$ cat src/sv/dsb_pkg.sv
// shared types, constants and the write-slot table of the dot splatter
package dsb_pkg;

  localparam int COORD_FRAC_BITS = 6;
  localparam int MAX_DIM         = 4096;

  localparam int POS_W  = 20;
  localparam int COL_W  = 16;
  localparam int PIX_W  = 12;
  localparam int DIM_W  = 13;
  localparam int WT_W   = 16;
  localparam int CFG_W  = 16;
  localparam int IDX_W  = 3;
  localparam int XW     = POS_W - COORD_FRAC_BITS + 1;
  localparam int CMP_W  = 17;
  localparam int WGT_W  = 17;
  localparam int C_W    = COL_W + WGT_W;
  localparam int P_W    = C_W + WT_W;
  localparam int MA_W   = C_W;
  localparam int MB_W   = WGT_W;
  localparam int PR_W   = MA_W + MB_W;
  localparam int RAW_W  = 2 * COORD_FRAC_BITS + 2;
  localparam int SH     = 2 * COORD_FRAC_BITS;
  localparam int Q_W    = 36;
  localparam int R_W    = 18;
  localparam int DIV_W  = 32;
  localparam int SLOT_W = 5;
  localparam int CNT_W  = 6;
  localparam int SUM_W  = P_W + 3;

  localparam logic [WGT_W-1:0] W_ONE = WGT_W'(65536);

  typedef enum logic [IDX_W-1:0] {
    REG_CANVAS_WIDTH    = 3'd0,
    REG_CANVAS_HEIGHT   = 3'd1,
    REG_STRAIGHT_WEIGHT = 3'd2,
    REG_DIAGONAL_WEIGHT = 3'd3,
    REG_ANTI_ALIAS      = 3'd4,
    REG_DE_TWIST        = 3'd5
  } reg_idx_t;

  typedef enum logic [2:0] {
    S_IDLE, S_SQ, S_SQRT, S_DINIT, S_DIV, S_SCL, S_MUL, S_PUSH
  } front_state_t;

  typedef struct packed {
    logic [DIM_W-1:0] width;
    logic [DIM_W-1:0] height;
    logic [WT_W-1:0]  straight;
    logic [WT_W-1:0]  diagonal;
    logic             anti_alias;
    logic             de_twist;
  } cfg_t;

  typedef struct packed {
    logic                    aa;
    logic signed [XW-1:0]    x;
    logic signed [XW-1:0]    y;
    logic [SLOT_W-1:0]       first;
    logic [SLOT_W-1:0]       last;
    logic [3:0][C_W-1:0]     c;
    logic [3:0][P_W-1:0]     tp;
    logic [3:0][P_W-1:0]     sp;
  } desc_t;

  typedef struct packed {
    logic              bil;
    logic [1:0]        ci;
    logic signed [2:0] dx;
    logic signed [2:0] dy;
    logic [3:0]        tm;
    logic [3:0]        sm;
  } slot_t;

  function automatic slot_t mk(logic bil, logic [1:0] ci, int dx, int dy,
                               logic [3:0] tm, logic [3:0] sm);
    slot_t s;
    s.bil = bil;
    s.ci  = ci;
    s.dx  = 3'(dx);
    s.dy  = 3'(dy);
    s.tm  = tm;
    s.sm  = sm;
    return s;
  endfunction

  // masks: bit 0 = a, 1 = b, 2 = c, 3 = d
  function automatic slot_t slot_of(logic aa, logic [SLOT_W-1:0] k);
    slot_t s;
    s = mk(1'b1, 2'd0, 0, 0, 4'b0000, 4'b0000);
    if (aa) begin
      case (k)
        5'd0:  s = mk(1'b1, 2'd0, 0, 0, 4'b0000, 4'b0000);
        5'd1:  s = mk(1'b1, 2'd1, 1, 0, 4'b0000, 4'b0000);
        5'd2:  s = mk(1'b1, 2'd2, 0, 1, 4'b0000, 4'b0000);
        5'd3:  s = mk(1'b1, 2'd3, 1, 1, 4'b0000, 4'b0000);
        5'd4:  s = mk(1'b0, 2'd0, -1, -1, 4'b0000, 4'b0001);
        5'd5:  s = mk(1'b0, 2'd0, 0, -1, 4'b0001, 4'b0010);
        5'd6:  s = mk(1'b0, 2'd0, 1, -1, 4'b0010, 4'b0001);
        5'd7:  s = mk(1'b0, 2'd0, 2, -1, 4'b0000, 4'b0010);
        5'd8:  s = mk(1'b0, 2'd0, -1, 0, 4'b0001, 4'b0100);
        5'd9:  s = mk(1'b0, 2'd0, 0, 0, 4'b0110, 4'b1000);
        5'd10: s = mk(1'b0, 2'd0, 1, 0, 4'b1001, 4'b0100);
        5'd11: s = mk(1'b0, 2'd0, 2, 0, 4'b0010, 4'b1000);
        5'd12: s = mk(1'b0, 2'd0, -1, 1, 4'b0100, 4'b0001);
        5'd13: s = mk(1'b0, 2'd0, 0, 1, 4'b1001, 4'b0010);
        5'd14: s = mk(1'b0, 2'd0, 1, 1, 4'b0110, 4'b0001);
        5'd15: s = mk(1'b0, 2'd0, 2, 1, 4'b1000, 4'b0010);
        5'd16: s = mk(1'b0, 2'd0, -1, 2, 4'b0000, 4'b0100);
        5'd17: s = mk(1'b0, 2'd0, 0, 2, 4'b0100, 4'b1000);
        5'd18: s = mk(1'b0, 2'd0, 1, 2, 4'b1000, 4'b0100);
        5'd19: s = mk(1'b0, 2'd0, 2, 2, 4'b0000, 4'b1000);
        default: s = mk(1'b1, 2'd0, 0, 0, 4'b0000, 4'b0000);
      endcase
    end else begin
      case (k)
        5'd0: s = mk(1'b1, 2'd0, 0, 0, 4'b0000, 4'b0000);
        5'd1: s = mk(1'b0, 2'd0, -1, -1, 4'b0000, 4'b0001);
        5'd2: s = mk(1'b0, 2'd0, 0, -1, 4'b0001, 4'b0000);
        5'd3: s = mk(1'b0, 2'd0, 1, -1, 4'b0000, 4'b0001);
        5'd4: s = mk(1'b0, 2'd0, -1, 0, 4'b0001, 4'b0000);
        5'd5: s = mk(1'b0, 2'd0, 1, 0, 4'b0001, 4'b0000);
        5'd6: s = mk(1'b0, 2'd0, -1, 1, 4'b0000, 4'b0001);
        5'd7: s = mk(1'b0, 2'd0, 0, 1, 4'b0001, 4'b0000);
        5'd8: s = mk(1'b0, 2'd0, 1, 1, 4'b0000, 4'b0001);
        default: s = mk(1'b1, 2'd0, 0, 0, 4'b0000, 4'b0000);
      endcase
    end
    return s;
  endfunction

endpackage

$ cat src/sv/dsb_front.sv
// front end: accepts dots, classifies them and builds the product set
module dsb_front (
  input  logic                                clk,
  input  logic                                rst_n,
  input  dsb_pkg::cfg_t                       cfg,
  input  logic                                in_valid,
  output logic                                in_ready,
  input  logic signed [dsb_pkg::POS_W-1:0]    in_x_pos,
  input  logic signed [dsb_pkg::POS_W-1:0]    in_y_pos,
  input  logic [dsb_pkg::COL_W-1:0]           in_intensity,
  output logic                                push,
  input  logic                                q_full,
  output dsb_pkg::desc_t                      desc
);

  localparam int F = dsb_pkg::COORD_FRAC_BITS;
  localparam int XW = dsb_pkg::XW;
  localparam int CW = dsb_pkg::CMP_W;

  dsb_pkg::front_state_t state_r, state_nxt;
  dsb_pkg::desc_t desc_r;
  logic [dsb_pkg::CNT_W-1:0] cnt_r;
  logic [3:0][dsb_pkg::WGT_W-1:0] w_r;
  logic [dsb_pkg::COL_W-1:0] col_r;
  logic [dsb_pkg::Q_W-1:0] q_r, res_r, bit_r;
  logic [dsb_pkg::DIV_W-1:0] dn_r, dq_r;
  logic [dsb_pkg::R_W-1:0] rem_r;

  logic accept;
  logic [dsb_pkg::MA_W-1:0] ma;
  logic [dsb_pkg::MB_W-1:0] mb;
  logic [dsb_pkg::PR_W-1:0] prod;
  logic [dsb_pkg::WGT_W-1:0] sval;
  logic [dsb_pkg::R_W-1:0] rt;
  logic [dsb_pkg::R_W:0] dtmp;
  logic [dsb_pkg::Q_W-1:0] rb;

  // classification
  logic signed [XW-1:0] xf, yf, xr, yr, xs, ys;
  logic [dsb_pkg::POS_W-1:0] mx, my;
  logic [XW-2:0] rx, ry;
  logic signed [CW-1:0] xc, yc, wl, hl;
  logic ok0, nb;
  logic [F:0] fx, fy, ofx, ofy;
  logic [3:0][dsb_pkg::RAW_W-1:0] raw;
  logic [3:0][dsb_pkg::WGT_W-1:0] wi;

  assign accept = in_valid && in_ready;
  assign rt = res_r[dsb_pkg::R_W-1:0];
  assign sval = (rt == '0) ? dsb_pkg::W_ONE : dq_r[dsb_pkg::WGT_W-1:0];
  assign rb = res_r + bit_r;
  assign dtmp = {rem_r, dn_r[dsb_pkg::DIV_W-1]};

  always_comb begin
    xf = XW'(in_x_pos >>> F);
    yf = XW'(in_y_pos >>> F);
    mx = in_x_pos[dsb_pkg::POS_W-1] ? dsb_pkg::POS_W'(-in_x_pos) : in_x_pos;
    my = in_y_pos[dsb_pkg::POS_W-1] ? dsb_pkg::POS_W'(-in_y_pos) : in_y_pos;
    rx = (XW-1)'(((dsb_pkg::POS_W+1)'(mx) + (dsb_pkg::POS_W+1)'(1 << (F-1))) >> F);
    ry = (XW-1)'(((dsb_pkg::POS_W+1)'(my) + (dsb_pkg::POS_W+1)'(1 << (F-1))) >> F);
    xr = in_x_pos[dsb_pkg::POS_W-1] ? -$signed({1'b0, rx}) : $signed({1'b0, rx});
    yr = in_y_pos[dsb_pkg::POS_W-1] ? -$signed({1'b0, ry}) : $signed({1'b0, ry});
    xs = cfg.anti_alias ? xf : xr;
    ys = cfg.anti_alias ? yf : yr;
    xc = CW'(xs);
    yc = CW'(ys);
    wl = (cfg.width > dsb_pkg::DIM_W'(dsb_pkg::MAX_DIM)) ? CW'(dsb_pkg::MAX_DIM)
                                                         : CW'({1'b0, cfg.width});
    hl = (cfg.height > dsb_pkg::DIM_W'(dsb_pkg::MAX_DIM)) ? CW'(dsb_pkg::MAX_DIM)
                                                          : CW'({1'b0, cfg.height});
    if (cfg.anti_alias) begin
      ok0 = (xc >= 0) && (xc < wl - 1) && (yc >= 0) && (yc < hl - 1);
      nb = (cfg.straight != '0) && (xc >= 1) && (xc < wl - 2) &&
           (yc >= 1) && (yc < hl - 2);
    end else begin
      ok0 = (xc >= 0) && (xc < wl) && (yc >= 0) && (yc < hl);
      nb = (cfg.straight != '0) && (xc >= 1) && (xc < wl - 1) &&
           (yc >= 1) && (yc < hl - 1);
    end
    fx = {1'b0, in_x_pos[F-1:0]};
    fy = {1'b0, in_y_pos[F-1:0]};
    ofx = (F+1)'(1 << F) - fx;
    ofy = (F+1)'(1 << F) - fy;
    raw[0] = dsb_pkg::RAW_W'(ofx * ofy);
    raw[1] = dsb_pkg::RAW_W'(fx * ofy);
    raw[2] = dsb_pkg::RAW_W'(ofx * fy);
    raw[3] = dsb_pkg::RAW_W'(fx * fy);
    for (int i = 0; i < 4; i++) begin
      wi[i] = dsb_pkg::WGT_W'((((dsb_pkg::RAW_W+17)'(raw[i]) << 16) +
               (dsb_pkg::RAW_W+17)'(1 << (dsb_pkg::SH-1))) >> dsb_pkg::SH);
    end
  end

  // shared multiplier operands
  always_comb begin
    ma = '0;
    mb = '0;
    case (state_r)
      dsb_pkg::S_SQ: begin
        ma = dsb_pkg::MA_W'(w_r[cnt_r[1:0]]);
        mb = w_r[cnt_r[1:0]];
      end
      dsb_pkg::S_SCL: begin
        ma = dsb_pkg::MA_W'(w_r[cnt_r[1:0]]);
        mb = sval;
      end
      dsb_pkg::S_MUL: begin
        if (cnt_r < 4) begin
          ma = dsb_pkg::MA_W'(w_r[cnt_r[1:0]]);
          mb = dsb_pkg::MB_W'(col_r);
        end else if (cnt_r < 8) begin
          ma = desc_r.c[cnt_r[1:0]];
          mb = dsb_pkg::MB_W'(cfg.straight);
        end else begin
          ma = desc_r.c[cnt_r[1:0]];
          mb = dsb_pkg::MB_W'(cfg.diagonal);
        end
      end
      default: begin
        ma = '0;
        mb = '0;
      end
    endcase
  end

  assign prod = dsb_pkg::PR_W'(ma) * dsb_pkg::PR_W'(mb);

  always_comb begin
    state_nxt = state_r;
    case (state_r)
      dsb_pkg::S_IDLE: begin
        if (accept && (ok0 || nb)) begin
          state_nxt = (cfg.anti_alias && cfg.de_twist) ? dsb_pkg::S_SQ : dsb_pkg::S_MUL;
        end
      end
      dsb_pkg::S_SQ:    if (cnt_r == 3) state_nxt = dsb_pkg::S_SQRT;
      dsb_pkg::S_SQRT:  if (cnt_r == dsb_pkg::CNT_W'(dsb_pkg::R_W - 1))
                          state_nxt = dsb_pkg::S_DINIT;
      dsb_pkg::S_DINIT: state_nxt = dsb_pkg::S_DIV;
      dsb_pkg::S_DIV:   if (cnt_r == dsb_pkg::CNT_W'(dsb_pkg::DIV_W - 1))
                          state_nxt = dsb_pkg::S_SCL;
      dsb_pkg::S_SCL:   if (cnt_r == 3) state_nxt = dsb_pkg::S_MUL;
      dsb_pkg::S_MUL:   if (cnt_r == 11) state_nxt = dsb_pkg::S_PUSH;
      dsb_pkg::S_PUSH:  if (!q_full) state_nxt = dsb_pkg::S_IDLE;
      default:          state_nxt = dsb_pkg::S_IDLE;
    endcase
  end

  always_comb begin
    in_ready = (state_r == dsb_pkg::S_IDLE);
    push = (state_r == dsb_pkg::S_PUSH) && !q_full;
    desc = desc_r;
  end

  always_ff @(posedge clk) begin
    if (!rst_n) begin
      state_r <= dsb_pkg::S_IDLE;
      cnt_r <= '0;
    end else begin
      state_r <= state_nxt;
      if (state_nxt != state_r) cnt_r <= '0;
      else cnt_r <= cnt_r + 1'b1;
    end
  end

  always_ff @(posedge clk) begin
    case (state_r)
      dsb_pkg::S_IDLE: begin
        if (accept) begin
          desc_r.aa <= cfg.anti_alias;
          desc_r.x <= xs;
          desc_r.y <= ys;
          col_r <= in_intensity;
          q_r <= '0;
          if (cfg.anti_alias) begin
            desc_r.first <= ok0 ? 5'd0 : 5'd4;
            desc_r.last <= nb ? 5'd19 : 5'd3;
            w_r <= wi;
          end else begin
            desc_r.first <= ok0 ? 5'd0 : 5'd1;
            desc_r.last <= nb ? 5'd8 : 5'd0;
            // centre weight of one makes every neighbour a single product
            w_r <= {{(3*dsb_pkg::WGT_W){1'b0}}, dsb_pkg::W_ONE};
          end
        end
      end
      dsb_pkg::S_SQ: begin
        q_r <= q_r + dsb_pkg::Q_W'(prod);
        res_r <= '0;
        bit_r <= dsb_pkg::Q_W'(1) << (2 * (dsb_pkg::R_W - 1));
      end
      dsb_pkg::S_SQRT: begin
        if (q_r >= rb) begin
          q_r <= q_r - rb;
          res_r <= (res_r >> 1) + bit_r;
        end else begin
          res_r <= res_r >> 1;
        end
        bit_r <= bit_r >> 2;
      end
      dsb_pkg::S_DINIT: begin
        dn_r <= dsb_pkg::DIV_W'(33'h080000000 + 33'(rt >> 1));
        rem_r <= '0;
        dq_r <= '0;
      end
      dsb_pkg::S_DIV: begin
        dn_r <= dn_r << 1;
        if (dtmp >= {1'b0, rt}) begin
          rem_r <= dsb_pkg::R_W'(dtmp - {1'b0, rt});
          dq_r <= {dq_r[dsb_pkg::DIV_W-2:0], 1'b1};
        end else begin
          rem_r <= dtmp[dsb_pkg::R_W-1:0];
          dq_r <= {dq_r[dsb_pkg::DIV_W-2:0], 1'b0};
        end
      end
      dsb_pkg::S_SCL: begin
        w_r[cnt_r[1:0]] <= dsb_pkg::WGT_W'((prod + dsb_pkg::PR_W'(32768)) >> 16);
      end
      dsb_pkg::S_MUL: begin
        if (cnt_r < 4) desc_r.c[cnt_r[1:0]] <= prod[dsb_pkg::C_W-1:0];
        else if (cnt_r < 8) desc_r.tp[cnt_r[1:0]] <= prod[dsb_pkg::P_W-1:0];
        else desc_r.sp[cnt_r[1:0]] <= prod[dsb_pkg::P_W-1:0];
      end
      default: begin
      end
    endcase
  end

endmodule

$ cat src/sv/dsb_queue.sv
// two-entry queue of dot descriptors between front and back
module dsb_queue (
  input  logic           clk,
  input  logic           rst_n,
  input  logic           push,
  input  dsb_pkg::desc_t wdata,
  input  logic           pop,
  output logic           full,
  output logic           nonempty,
  output dsb_pkg::desc_t rdata
);

  dsb_pkg::desc_t mem_r [2];
  logic wp_r, rp_r;
  logic [1:0] cnt_r;

  assign full = (cnt_r == 2'd2);
  assign nonempty = (cnt_r != 2'd0);
  assign rdata = mem_r[rp_r];

  always_ff @(posedge clk) begin
    if (push) mem_r[wp_r] <= wdata;
  end

  always_ff @(posedge clk) begin
    if (!rst_n) begin
      wp_r <= 1'b0;
      rp_r <= 1'b0;
      cnt_r <= '0;
    end else begin
      if (push) wp_r <= ~wp_r;
      if (pop) rp_r <= ~rp_r;
      cnt_r <= cnt_r + 2'(push) - 2'(pop);
    end
  end

endmodule

$ cat src/sv/dsb_back.sv
// back end: walks the write slots of a dot and drives the output register
module dsb_back (
  input  logic                           clk,
  input  logic                           rst_n,
  input  logic                           q_nonempty,
  input  dsb_pkg::desc_t                 head,
  output logic                           pop,
  output logic                           out_valid,
  input  logic                           out_ready,
  output logic [dsb_pkg::PIX_W-1:0]      out_pixel_x,
  output logic [dsb_pkg::PIX_W-1:0]      out_pixel_y,
  output logic [dsb_pkg::COL_W-1:0]      out_amount,
  output logic                           out_last_write
);

  logic started_r, valid_r;
  logic [dsb_pkg::SLOT_W-1:0] k_r, k;
  dsb_pkg::slot_t sl;
  logic advance, is_last;
  logic [dsb_pkg::SUM_W-1:0] sum;
  logic [dsb_pkg::SUM_W-1:0] amt;
  logic [dsb_pkg::PIX_W-1:0] px_r, py_r;
  logic [dsb_pkg::COL_W-1:0] amt_r;
  logic last_r;

  assign k = started_r ? k_r : head.first;
  assign sl = dsb_pkg::slot_of(head.aa, k);
  assign advance = q_nonempty && (!valid_r || out_ready);
  assign is_last = (k == head.last);
  assign pop = advance && is_last;

  always_comb begin
    sum = dsb_pkg::SUM_W'(64'h80000000);
    for (int i = 0; i < 4; i++) begin
      if (sl.tm[i]) sum = sum + dsb_pkg::SUM_W'(head.tp[i]);
      if (sl.sm[i]) sum = sum + dsb_pkg::SUM_W'(head.sp[i]);
    end
    if (sl.bil) amt = dsb_pkg::SUM_W'((head.c[sl.ci] + dsb_pkg::C_W'(32768)) >> 16);
    else amt = sum >> 32;
  end

  always_ff @(posedge clk) begin
    if (!rst_n) begin
      started_r <= 1'b0;
      valid_r <= 1'b0;
      k_r <= '0;
    end else begin
      if (advance) begin
        valid_r <= 1'b1;
        started_r <= !is_last;
        k_r <= k + 1'b1;
      end else if (out_ready) begin
        valid_r <= 1'b0;
      end
    end
  end

  always_ff @(posedge clk) begin
    if (advance) begin
      px_r <= dsb_pkg::PIX_W'(head.x + dsb_pkg::XW'(sl.dx));
      py_r <= dsb_pkg::PIX_W'(head.y + dsb_pkg::XW'(sl.dy));
      amt_r <= (amt > dsb_pkg::SUM_W'(65535)) ? 16'hFFFF : amt[dsb_pkg::COL_W-1:0];
      last_r <= is_last;
    end
  end

  assign out_valid = valid_r;
  assign out_pixel_x = px_r;
  assign out_pixel_y = py_r;
  assign out_amount = amt_r;
  assign out_last_write = last_r;

endmodule

$ cat src/sv/dot_splat_bilinear_3x3.sv
// top level of the dot splatter: configuration registers, front, queue and back
//
// Each dot word in becomes up to twenty pixel words out, one per cycle
// unless out_ready stalls: four bilinear pixels plus sixteen kernel sums in
// anti-aliased mode, a centre pixel plus eight neighbours in rounded mode;
// dots off the canvas give none. The front takes a dot, classifies it and
// forms all weight products on one shared multiplier, so it cannot take the
// next dot until the current one is pushed (de-twist adds 4 squares, an
// 18-step square root, a divide setup step, a 32-step divide and 4 rescales);
// a two-deep queue lets the next dot be prepared while the back streams the
// current one, so the back sets the output rate at one write per cycle while
// out_ready holds, and the front sets it when de-twist is on.
module dot_splat_bilinear_3x3 (
  input  logic                              clk,
  input  logic                              rst_n,
  input  logic                              cfg_we,
  input  logic [dsb_pkg::IDX_W-1:0]         cfg_index,
  input  logic [dsb_pkg::CFG_W-1:0]         cfg_data,
  input  logic                              in_valid,
  output logic                              in_ready,
  input  logic signed [dsb_pkg::POS_W-1:0]  in_x_pos,
  input  logic signed [dsb_pkg::POS_W-1:0]  in_y_pos,
  input  logic [dsb_pkg::COL_W-1:0]         in_intensity,
  output logic                              out_valid,
  input  logic                              out_ready,
  output logic [dsb_pkg::PIX_W-1:0]         out_pixel_x,
  output logic [dsb_pkg::PIX_W-1:0]         out_pixel_y,
  output logic [dsb_pkg::COL_W-1:0]         out_amount,
  output logic                              out_last_write
);

  dsb_pkg::cfg_t cfg_r;
  dsb_pkg::desc_t f_desc, q_head;
  logic push, pop, q_full, q_nonempty;

  // configuration registers
  always_ff @(posedge clk) begin
    if (!rst_n) begin
      cfg_r.width <= dsb_pkg::DIM_W'(1024);
      cfg_r.height <= dsb_pkg::DIM_W'(1024);
      cfg_r.straight <= '0;
      cfg_r.diagonal <= '0;
      cfg_r.anti_alias <= 1'b1;
      cfg_r.de_twist <= 1'b0;
    end else if (cfg_we) begin
      case (cfg_index)
        dsb_pkg::REG_CANVAS_WIDTH:    cfg_r.width <= cfg_data[dsb_pkg::DIM_W-1:0];
        dsb_pkg::REG_CANVAS_HEIGHT:   cfg_r.height <= cfg_data[dsb_pkg::DIM_W-1:0];
        dsb_pkg::REG_STRAIGHT_WEIGHT: cfg_r.straight <= cfg_data;
        dsb_pkg::REG_DIAGONAL_WEIGHT: cfg_r.diagonal <= cfg_data;
        dsb_pkg::REG_ANTI_ALIAS:      cfg_r.anti_alias <= cfg_data[0];
        dsb_pkg::REG_DE_TWIST:        cfg_r.de_twist <= cfg_data[0];
        default: begin
        end
      endcase
    end
  end

  // classify and build products
  dsb_front u_front (
    .clk, .rst_n, .cfg(cfg_r),
    .in_valid, .in_ready, .in_x_pos, .in_y_pos, .in_intensity,
    .push, .q_full, .desc(f_desc)
  );

  // decouples product building from pixel streaming
  dsb_queue u_queue (
    .clk, .rst_n, .push, .wdata(f_desc), .pop,
    .full(q_full), .nonempty(q_nonempty), .rdata(q_head)
  );

  // one pixel word per cycle through the output register while out_ready holds
  dsb_back u_back (
    .clk, .rst_n, .q_nonempty, .head(q_head), .pop,
    .out_valid, .out_ready, .out_pixel_x, .out_pixel_y,
    .out_amount, .out_last_write
  );

endmodule

$ cat config.mk
export PLATFORM = sky130hd
export DESIGN_NAME = dot_splat_bilinear_3x3
export DESIGN_NICKNAME = d
export VERILOG_FILES = /design/src/sv/dsb_pkg.sv /design/src/sv/dsb_front.sv /design/src/sv/dsb_queue.sv /design/src/sv/dsb_back.sv /design/src/sv/dot_splat_bilinear_3x3.sv
export SDC_FILE = /design/constraint.sdc
export NUM_CORES = 2
export LEC_CHECK = 0
export ABC_CLOCK_PERIOD_IN_PS = 28000
export BUFFER_PORTS_ARGS = -buffer_cell sky130_fd_sc_hd__buf_4
export CAP_MARGIN = 40
export CELL_PAD_IN_SITES_DETAIL_PLACEMENT = 0
export CELL_PAD_IN_SITES_GLOBAL_PLACEMENT = 1
export CORE_MARGIN = 2
export CORE_UTILIZATION = 32
export CTS_CLUSTER_SIZE = 8
export DETAILED_ROUTE_END_ITERATION = 7
export GPL_TIMING_DRIVEN = 0
export PLACE_DENSITY_LB_ADDON = 0.1
export SYNTH_ARGS = -nofsm -noshare
export SYNTH_HDL_FRONTEND = slang
export SYNTH_SLANG_ARGS = --single-unit
$ cat constraint.sdc
create_clock -name clk -period 28 [get_ports clk]
set_input_delay 4.2 -clock clk [delete_from_list [all_inputs] [get_ports clk]]
set_output_delay 4.2 -clock clk [all_outputs]
set_load 0.05 [all_outputs]
# After elaboration in Yosys (flattened, before gate mapping)
# Memory sizes are Yosys's and may differ from the RTL's. A register that Yosys moved wholly into a read port is not among the register bits.
# Index checks and enable logic that the tools add are counted.
[totals]
regBits = 945
mem_bits_rw = 1130
romBits = 688
inputBits = 80
out_inout_bits = 43
word_cells = 265
memories = 3
[op_classes]
add_sub_neg = 38
n_mul = 5
magnitude_cmp = 20
n_eq_ne = 21
muxes = 78
n_bitwise = 5
n_reduce_logical = 49
[mem_list]
columns = ["name", "words", "word_bits", "read_ports", "rd_ports_with_merged_regs", "write_ports", "line", "rtl"]
rows = [
  ["u_queue.mem_r", 2, 565, 1, 1, 1, "dsb_queue.sv:13", "dsb_pkg::desc_t mem_r [2];"],
  ["(name not given)", 32, 17, 1, 0, 0, "dsb_pkg.sv:92", "case (k)"],
  ["(name not given)", 16, 9, 1, 0, 0, "dsb_pkg.sv:116", "case (k)"],
]
[ops]
columns = ["op", "count"]
rows = [
  ["52-bit two-way mux", 8],
  ["196-bit bitwise mux", 2],
  ["52-bit by 49-bit adder with 52-bit output", 7],
  ["36-bit two-way mux", 4],
  ["36-bit one-hot mux with 2 select lines", 2],
  ["68-bit two-way mux", 2],
  ["68-bit one-hot mux with 2 select lines", 1],
  ["33-bit binary-select mux with 2-bit select", 2],
  ["132-bit bitwise mux", 1],
  ["33-bit two-way mux", 4],
  ["36-bit one-hot mux with 3 select lines", 1],
  ["49-bit demux with 2-bit select", 1],
  ["29-bit by 12-bit adder with 29-bit output (second input constant)", 3],
  ["17-bit two-way mux", 5],
  ["36-bit adder", 2],
  ["15-bit by 18-bit < comparator with 1-bit output", 4],
  ["68-bit bitwise mux", 1],
  ["33-bit demux with 2-bit select", 1],
  ["33-bit one-hot mux with 2 select lines", 1],
  ["32-bit one-hot mux with 2 select lines", 1],
  ["15-bit two-way mux", 4],
  ["17-bit one-hot mux with 3 select lines", 1],
  ["32-bit by 49-bit adder with 50-bit output (first input constant)", 1],
  ["33-bit by 17-bit multiplier with 49-bit output", 1],
  ["other kinds (71)", 156],
]

# Depth between registers and ports, before layout
# An unclocked memory read counts as a cell.
[logic_depth]
word_depth = 21
mapped_depth = 102
depth_no_buf = 93

# Hierarchy
# A second synthesis with hierarchy kept.
[hier_totals]
cells_unflattened = 11773
hier_area_um2 = 134152.4
[modules_own_cells]
columns = ["mod", "n_inst", "cells_each", "area_each_um2", "seq_area_each_um2"]
rows = [
  ["dsb_front", 1, 5901, 63592.2, 24203.2],
  ["dsb_queue", 1, 1779, 41225.8, 34032.6],
  ["dsb_back", 1, 3872, 27068.5, 1371.3],
  ["dot_splat_bilinear_3x3", 1, 221, 2265.9, 1201.2],
]

# Least setup slack after synthesis
# Ideal clock, no wire load.
[synth_timing]
path_type = "reg2reg"
from = "register u_front.state_r[2]"
to = "memory u_queue.mem_r[0][0] (netlist name) (enable)"
setup_ps = 1362
t_arrival_ps = 21391
required_ps = 26638
setup_slack_ps = 5247
stages_incl_launch_ff = 6
path_buffers = 1
synth_period_minus_slack_ps = 22753
cell_sequence = "dfxtp_1 > clkbuf_1 > nand2_1 > a21oi_1 > nand2_1 > nor2_1"
[synth_between]
elab_chain_len = 4
[synth_lines]
columns = ["item", "line", "rtl"]
rows = [
  ["start: declaration", "dsb_front.sv:20", "dsb_pkg::front_state_t state_r, state_nxt;"],
  ["start signal: assignment", "dsb_front.sv:157", "state_r <= dsb_pkg::S_IDLE;"],
  ["start signal: assignment", "dsb_front.sv:160", "state_r <= state_nxt;"],
  ["3-bit equality test", "dsb_front.sv:151", "push = (state_r == dsb_pkg::S_PUSH) && !q_full;"],
  ["1-bit logical AND", "dsb_front.sv:151", ""],
  ["1-bit two-way mux", "dsb_queue.sv:22", "if (push) mem_r[wp_r] <= wdata;"],
  ["1-bit two-way mux (implied by the code)", "dsb_queue.sv:22", ""],
  ["end: declaration", "dsb_queue.sv:13", ""],
]
# Every way passes these cells.

==> flow_summary_export.csv <==
group,metric,value,unit
synth,yosys_warnings,0,
clocking,clockBufferDepth,4,
layout,area_growth,15.9,%
floorplan,die_x,625,um
worst_setup_path,critPathKind,"reg -> reg",
synth,ys.flop_type,"edfxtp_1",
clocking,clk_pin_slew,0.05,ns
clocking,clockRootBuffer,"clkbuf_16",
synth,synth_area,123000,um2
clocking,cts_buffers,283,
worst_setup_path,critical-path-max-stage-delay,0.70,ns
synth,ys_seq_elements,1902,
place,port_buffers,110,
synth,yosysTopAreaCell,"edfxtp_1",
detailed_routing,antenna_left,0,
clocking,postCtsSetupRepairBufs,0,
worst_setup_path,cp_max_fo,15,
synth,async_flop_share,0,%
clocking,h-tree-depth,5,
timing,rsz0062_at_grt,"no",
detailed_routing,drt_iter0_drc,5548,
timing,finClkSkew,0.0545,ns
worst_setup_path,cpMostUsedCell,"a21oi_1",
timing,setup_violations,0,
clocking,hold_buffers,0,
detailed_routing,totalWireLength,428,mm
timing,slew_violations,0,
worst_setup_path,cp_slowest_cell,"a221oi_4",
worst_setup_path,arrival,26.91,ns
timing,finalCritPeriodShare,94.1,%
synth,avgSynthCellArea,11.4,um2
synth,syn_inst,10900,
synth,yosysMostFrequentCell,"edfxtp_1",
power_and_ir_drop,ir_drop,0.0397,mV
power_and_ir_drop,p_leak,54.0,nW
timing,final_hold_viol_count,0,
timing,worst_pin_slew,0.989,ns
timing,max_clock_freq,0.0380,GHz
detailed_routing,dr.pass1.iters,6,
detailed_routing,vias_per_cell,5.13,
grt,grt_pass1_vias,88100,
layout,final_core_util,37.3,%
floorplan,ios,123,
layout,multiInputGateArea,62900,um2
worst_setup_path,critPathRequiredTime,28.57,ns
run_status,outcome,"finished, final reports clean",
clocking,cts_tree,"done",
synth,synth.top_cell.area_share,44.4,%
place,place_area,135000,um2
place,pre_cts_ws,0.330,ns
grt,antenna_found_initial,27,
grt,grt_max_degree,53,
synth,synth_cell_types,118,
clocking,clock_sinks,1902,
synth,yosysSeqAreaShare,45.7,%
synth,synthTopCellsByArea,"edfxtp_1 (44%), fa_1 (9.0%), ha_1 (8.2%)",
floorplan,start_util,32.2,%
floorplan,core,383000,um2
grt,grt_use_total,21.7,%
detailed_routing,wl_per_cell,25.7,um
place,routabilityCongestion,0.880,
floorplan,die_height,625,um
layout,n_fill_cell,37400,
clocking,cts_resized,0,
worst_setup_path,crit_path_start_kind,"register",
layout,regArea,56300,um2
floorplan,std_cell_rows,227,
layout,drive_gt1_share,12.0,%
detailed_routing,drc,0,
synth,ys_top_cells_by_count,"edfxtp_1 (1821), nand2_1 (1175), inv_1 (809)",
grt,grt_overflow,0,
grt,grt_pass1_wl,616,mm
layout,final_nets,13000,
hold_path,worstHoldPathType,"reg -> reg",
timing,post-route-min-period,26.34,ns
layout,postLayoutCellArea,143000,um2
timing,worst_slack,1.66,ns
synth,synth-edff-count,1821,
timing,slew_headroom,33.4,%
worst_setup_path,crit_path_end_kind,"register",
power_and_ir_drop,p_per_area,52.1,nW/um2
floorplan,dieArea,390000,um2
timing,tns,0,ns
place,place.detailed.hpwl,344,mm
clocking,clk-insertion-delay-late,0.92,ns
detailed_routing,num_vias,85500,
run,maxCapViolCount,0,
critical path: cells and delay by family (launching register included):
kind                     cells  cell delay, ns
AO/OA/AOI/OAI               42           11.22
XOR/XNOR                     4            0.55
adder cells (fa/ha/maj)      7            2.55
buffers and inverters       18            6.73
flip-flops                   1            0.32
multiplexers                 2            0.74
AND/OR/NAND/NOR             25            3.58
cell usage in the layout, fill, tap and decap left out, types with 81 or more instances in the layout:
master     synthesis  layout
and2_1           214     203
a21oi_1          665     664
nand3_1          138     138
nor2b_1          206     205
buf_4              3     139
clkbuf_16          0     291
mux2_2           408     408
nor3_1           109     104
o21ai_0          415     413
a21o_1           274     274
nor2_1           663     658
xnor2_1          423     394
mux2i_1          136     136
clkbuf_1         355     395
inv_1            809     808
dfxtp_1           81      81
fa_1             556     556
xor2_1           273     261
o21bai_1         113     113
edfxtp_1        1821    1821
ha_1             808     808
nand2_1         1175    1174
nand2b_1         126     126
registers in the layout (all words and copies together) (netlist names), 16 cells and up, named ones only:
register           count
cfg_r                 60
u_back.out_amount     16
u_front.bit_r         18
u_front.col_r         16
u_front.desc         553
u_front.dn_r          32
u_front.dq_r          17
u_front.q_r           36
u_front.rem_r         18
u_front.res_r         36
u_front.w_r           68
u_queue.mem_r        986
layout make-up:
type | instances | area share [%]
multi-input combinational | 7733 | 44.0
sequential | 1902 | 39.4
clock buffer | 345 | 5.25
tap | 5038 | 4.41
timing repair buffer | 381 | 3.33
inverter | 813 | 2.14
buffer | 422 | 1.17
clock inverter | 34 | 0.243
antenna | 9 | 0.0158
final timing paths:
kind	from	end	slack (ns)	cells after the start
worst max-delay path	register	u_back.out_amount[3]	1.66	98
worst min-delay path	u_front.desc[306]	u_queue.mem_r[0][306]	0.42	0
worst max register to register	register	u_back.out_amount[3]	1.66	98
worst min register to register	u_front.desc[306]	u_queue.mem_r[0][306]	0.42	0
metal layers:
metal,part of all wire (%),track usage [%]
met1,44,28.4
met5,0,0
met2,50,38.2
met3,3.2,1.91
met4,2.7,5.55
cells by family after synthesis:
family	after synthesis	synth area share, %
AOI/OAI and AO/OA	2141	11.1
xor gates and xnor gates	699	5.00
adders and majority gates	1370	17.3
buffers and inverters	1237	3.82
DFF	1902	45.7
muxes	634	6.42
other	2	0.00609
and+or+nand+nor	2874	10.7
metrics by stage:
| step | instances | hold slack (ns) | power, mW |
|---|---|---|---|
| 2_1_floorplan | 10900 | 0.406 | 4.00 |
| 3_5_place_dp | 16300 | 0.429 | 4.37 |
| 5_1_grt | 16700 | 0.426 | 7.76 |
| 4_1_cts | 16700 | 0.413 | 7.54 |
| 6_report | 16700 | 0.418 | 7.44 |
| 3_3_place_gp | 16000 | 0.422 | 4.34 |
report_power, final:
part	switching, mW	internal (mW)
sequential	0.0589	3.22
combinational	0.634	0.401
clock	1.26	1.87
Note: power is estimated with default switching activity, not from simulation.
